**src/iptl_pkg.sv**
```systemverilog
// Shared types, constants and state encoding for the IPv4 binary trie lookup block.
// No dependencies; every other source file imports this package.
package iptl_pkg;

  // Record store geometry and trie constants.
  localparam int          RECORD_DEPTH_DEF = 262144;
  localparam int          REC_W            = 48;
  localparam int          PTR_W            = 24;
  localparam int          DB_SIZE_W        = 21;
  localparam int          IDX_W            = 18;
  localparam int          IP_W             = 32;
  localparam int          LEVEL_W          = 5;
  localparam int          BOUND_W          = 27;
  localparam logic [PTR_W-1:0]   LEAF_BASE     = 24'd16776960;
  localparam logic [BOUND_W-1:0] RECORD_BYTES  = 27'd6;
  localparam logic [7:0]         CORRUPT_INDEX = 8'd255;
  localparam logic [LEVEL_W-1:0] TOP_BIT       = 5'd31;

  // Item command codes.
  localparam logic CMD_WRITE  = 1'b0;
  localparam logic CMD_LOOKUP = 1'b1;

  // One input item.
  typedef struct packed {
    logic              cmd;
    logic [IDX_W-1:0]  record_index;
    logic [REC_W-1:0]  record_data;
    logic [IP_W-1:0]   ip_address;
  } in_item_t;

  // One result item.
  typedef struct packed {
    logic [7:0] country_index;
    logic       corrupt;
  } out_item_t;

  // Controller states.
  typedef enum logic [1:0] {
    ST_IDLE,
    ST_ROOT,
    ST_WALK
  } state_t;

  // Commands from the controller to the datapath.
  typedef struct packed {
    logic load_lookup;
    logic write_rec;
    logic rd_en;
    logic use_ptr;
    logic step;
    logic emit_leaf;
    logic emit_corrupt;
  } dp_cmd_t;

  // Status from the datapath to the controller.
  typedef struct packed {
    logic bad_addr;
    logic leaf;
    logic last_level;
  } dp_status_t;

endpackage

```
**src/iptl_ctrl.sv**
```systemverilog
// Controller state machine for the trie walk: sequences root check and level steps.
// Depends on iptl_pkg for the state enum and the command and status structs.
module iptl_ctrl
  import iptl_pkg::*;
(
  input  logic       clk,
  input  logic       rst_n,
  input  logic       start,
  input  logic       item_cmd,
  input  dp_status_t status,
  output dp_cmd_t    cmd,
  output logic       busy
);

  state_t state_r;
  state_t state_nxt;

  // State register.
  always_ff @(posedge clk) begin
    if (!rst_n) begin
      state_r <= ST_IDLE;
    end else begin
      state_r <= state_nxt;
    end
  end

  // Next state and datapath commands.
  always_comb begin
    state_nxt = state_r;
    cmd       = '0;
    case (state_r)
      ST_IDLE: begin
        if (start) begin
          if (item_cmd == CMD_LOOKUP) begin
            cmd.load_lookup = 1'b1;
            state_nxt       = ST_ROOT;
          end else begin
            cmd.write_rec = 1'b1;
          end
        end
      end
      ST_ROOT: begin
        // The root record itself may already lie outside the database.
        if (status.bad_addr) begin
          cmd.emit_corrupt = 1'b1;
          state_nxt        = ST_IDLE;
        end else begin
          cmd.rd_en = 1'b1;
          state_nxt = ST_WALK;
        end
      end
      ST_WALK: begin
        cmd.use_ptr = 1'b1;
        if (status.leaf) begin
          cmd.emit_leaf = 1'b1;
          state_nxt     = ST_IDLE;
        end else if (status.last_level || status.bad_addr) begin
          cmd.emit_corrupt = 1'b1;
          state_nxt        = ST_IDLE;
        end else begin
          cmd.rd_en = 1'b1;
          cmd.step  = 1'b1;
        end
      end
      default: begin
        state_nxt = ST_IDLE;
      end
    endcase
  end

  assign busy = (state_r != ST_IDLE);

`ifndef SYNTHESIS
  // A new lookup is only loaded from idle, so it always lands in the root state.
  a_load_to_root: assert property (@(posedge clk) disable iff (!rst_n)
    cmd.load_lookup |=> (state_r == ST_ROOT))
    else $error("lookup load did not reach root state");

  // A walk step never coincides with emitting a result.
  a_step_no_emit: assert property (@(posedge clk) disable iff (!rst_n)
    !(cmd.step && (cmd.emit_leaf || cmd.emit_corrupt)))
    else $error("walk step and result emitted together");
`endif

endmodule

```
**config.mk**
```make
export PLATFORM = sky130hd
export DESIGN_NAME = iptl_ctrl
export DESIGN_NICKNAME = d
export VERILOG_FILES = /design/src/iptl_pkg.sv /design/src/iptl_ctrl.sv
export SDC_FILE = /design/constraint.sdc
export NUM_CORES = 1
export LEC_CHECK = 0
export BUFFER_PORTS_ARGS = -buffer_cell sky130_fd_sc_hd__buf_2
export CAP_MARGIN = 20
export CORE_AREA = 2 2 39 41
export DETAILED_ROUTE_END_ITERATION = 16
export DIE_AREA = 0 0 41 43
export PLACE_DENSITY = 0.43
export SYNTH_ARGS = -nofsm -noshare
export SYNTH_HDL_FRONTEND = slang
export SYNTH_SLANG_ARGS = --single-unit
```
**constraint.sdc**
```tcl
create_clock -name clk -period 1 [get_ports clk]
set_input_delay 0.05 -clock clk [delete_from_list [all_inputs] [get_ports clk]]
set_output_delay 0.05 -clock clk [all_outputs]
set_load 0.05 [all_outputs]
```
==> impl_metrics.json <==
{
  "place.gp.congestion": 0.659,
  "netlist_area_um2": 218,
  "antenna_found_initial": 0,
  "grt_max_degree": 5,
  "slew_viol_final": 0,
  "numCtsBuffers": 3,
  "setup_slack_ns": -0.369,
  "critPathLaunch": "state_r[1]",
  "power_density_nw_per_um2": 908,
  "hold_violations": 0,
  "clk_pin_slew_worst_paths_ns": 0.03,
  "fin_skew_ns": 0.00507,
  "cp_num_cells": 5,
  "grt_pass1_wl_um": 1020,
  "die_w_um": 41,
  "worstPathMaxFanout": 3,
  "power_leakage_uw": 0.000202,
  "rrSetupSlack_ns": -0.22,
  "hold_class": "input port to register",
  "grt_usage_pct": 9.12,
  "n_antenna_cell": 0,
  "finalCritPeriodShare_pct": 137,
  "path_delay_family": "flip-flops",
  "coreArea_um2": 1380,
  "clockRootBuffer": "clkbuf_4",
  "yosys_register_bits": 2,
  "reg.largest.list": "state_r: 2 flops",
  "drv_cap": 0,
  "finalSetupViolations": 10,
  "die_height_um": 43,
  "slowest_stage": "dfxtp_4",
  "syn_inst": 27,
  "vdd_drop_max_v": 0.000468,
  "r2r_start": "state_r[0]",
  "synth_warnings": 0,
  "drc_errors": 0,
  "wl_per_cell_um": 9.52,
  "tns_ns": -2.44,
  "grt_pass1_vias": 267,
  "end_kind": "primary output",
  "dpl.cell_count": 60,
  "drive_gt1_share_pct": 80.9,
  "seq_area_frac_synth_pct": 18.4,
  "fmax_mhz": 730,
  "dr.pass1.iters": 1,
  "fp-row-count": 14,
  "htreeDepth": 1,
  "arrival_ns": 1.32,
  "syn_to_final_growth_pct": 120,
  "violations": "negative setup slack",
  "drtIter0Drc": 0,
  "vias": 264,
  "die_area_um2": 1760,
  "rr_endpoint": "state_r[1]",
  "cts_tree": "done",
  "cts_sinks": 2,
  "finalCriticalPeriod_ns": 1.37,
  "status": "complete, but fails checks",
  "worst-path-buf-inv": 2,
  "largest_reg_flops": 2,
  "largest-register": "state_r",
  "final_cell_mix": "nand2_1 (6), buf_2 (6), buf_4 (4), buf_6 (4)",
  "nets": 59,
  "max-slew-margin-rel_pct": 82.3,
  "worst_slew_pin_slew_ns": 0.264,
  "cts_buffer_depth": 2,
  "crit_type": "register to primary output",
  "ios": 15,
  "final_antenna_net_count": 0,
  "syn_nets": 37,
  "crit_path_start_kind": "register",
  "syn_area_per_cell_um2": 8.06,
  "reg2reg_depth": 6,
  "start_util_pct": 15.7,
  "rsz0062_at_grt": "yes",
  "io_buffer_count": 14,
  "slowest_delay_ns": 0.36,
  "cp-endpoint": "cmd[4]",
  "grt_overflow": 0,
  "ys_types": 15,
  "cp.required_ns": 0.95,
  "viasPerCell": 4.19,
  "layout.cells.non_filler": 63,
  "worstPathCellList": "inv_2, ha_2, nor2b_2, o21a_4, buf_8",
  "drt_wl_total_um": 600,
  "dp_hpwl_um": 439,
  "insertion_delay_ns": 0.23
}
-- logic make-up after synthesis --
| kind of cell | Yosys count | share of synthesized area (%) |
|---|---|---|
| DFF | 2 | 18.4 |
| adders and majority gates | 3 | 17.2 |
| AOI/OAI and AO/OA | 5 | 17.2 |
| muxes | 1 | 4.60 |
| buffers and inverters | 3 | 5.17 |
| and+or+nand+nor | 13 | 37.4 |
-- report_power, final --
part | switching, uW | total, uW | internal, uW
logic | 96.0 | 166 | 70.4
clock network | 48.7 | 181 | 133
registers | 4.08 | 87.3 | 83.2
-- metal layers --
layer  track usage [%]  wire length, um  vias up
met5                 0                0        -
met2              13.8              318       13
met1              9.27              221      120
met4              4.00                0        0
met3              6.28               61        0
li1                  -                -      131
-- timing repair --
item	in CTS	in global routing
endpoints found under the setup margin	10	10
pin swaps	0	2
buffers inserted	2	0
resized for setup	23	10
hold buffers	0	0
-- per-stage QoR --
stage                     total power (uW)  setup WS, ns  hold slack, ns  utilization [%]  cell area [um2]
final                                  435        -0.369          0.0730             34.6              479
after global routing                   480        -0.422          0.0615             34.6              479
after CTS                              436        -0.379          0.0696             32.9              455
after detailed placement               223        -0.281           0.310             26.1              362
after global placement                 224        -0.283           0.318             26.1              362
after floorplan                        181        -0.707           0.159                -              249
-- final cells by class --
| cell class | count | area, um2 |
|---|---|---|
| clock buffers | 3 | 22.5 |
| fillers | 146 | 905 |
| inverters | 3 | 11.3 |
| multi-input cells | 22 | 230 |
| flip-flops and latches | 2 | 45.0 |
| well taps | 16 | 20.0 |
| repair buffers | 17 | 150 |
-- how the worst min path moves through the flow --
stage                         from    endpoint  slack (ns)  cells past startpoint
after floorplan           item_cmd      cmd[5]        0.16                      1
after global placement       rst_n  state_r[0]        0.32                      2
after detailed placement     rst_n  state_r[0]        0.31                      2
after CTS                    rst_n  state_r[0]        0.07                      2
after global routing         rst_n  state_r[0]        0.06                      2
final                        rst_n  state_r[0]        0.07                      2
-- synth_stat cells --
| cell | number | area, um2 |
|---|---|---|
| a21oi_2 | 1 | 8.76 |
| inv_1 | 3 | 11.3 |
| nor2b_1 | 3 | 18.8 |
| ha_1 | 3 | 37.5 |
| and3_1 | 1 | 6.26 |
| and2_1 | 1 | 6.26 |
| a21boi_0 | 1 | 7.51 |
| nand2_1 | 6 | 22.5 |
| o21a_1 | 1 | 7.51 |
| dfxtp_1 | 2 | 40.0 |
| o21ai_0 | 1 | 5.00 |
| mux2i_1 | 1 | 10.0 |
| nor2_1 | 1 | 3.75 |
| nor4b_4 | 1 | 23.8 |
| o2bb2ai_1 | 1 | 8.76 |
-- worst reg2reg max path, cell delays in order (launching register included) --
cell and delay (ns):
dfxtp_2 0.32, inv_2 0.07, ha_4 0.13, nor4b_4 0.24, buf_4 0.19, a21oi_4 0.04, mux2i_1 0.12
(Power assumes the default switching activity.)
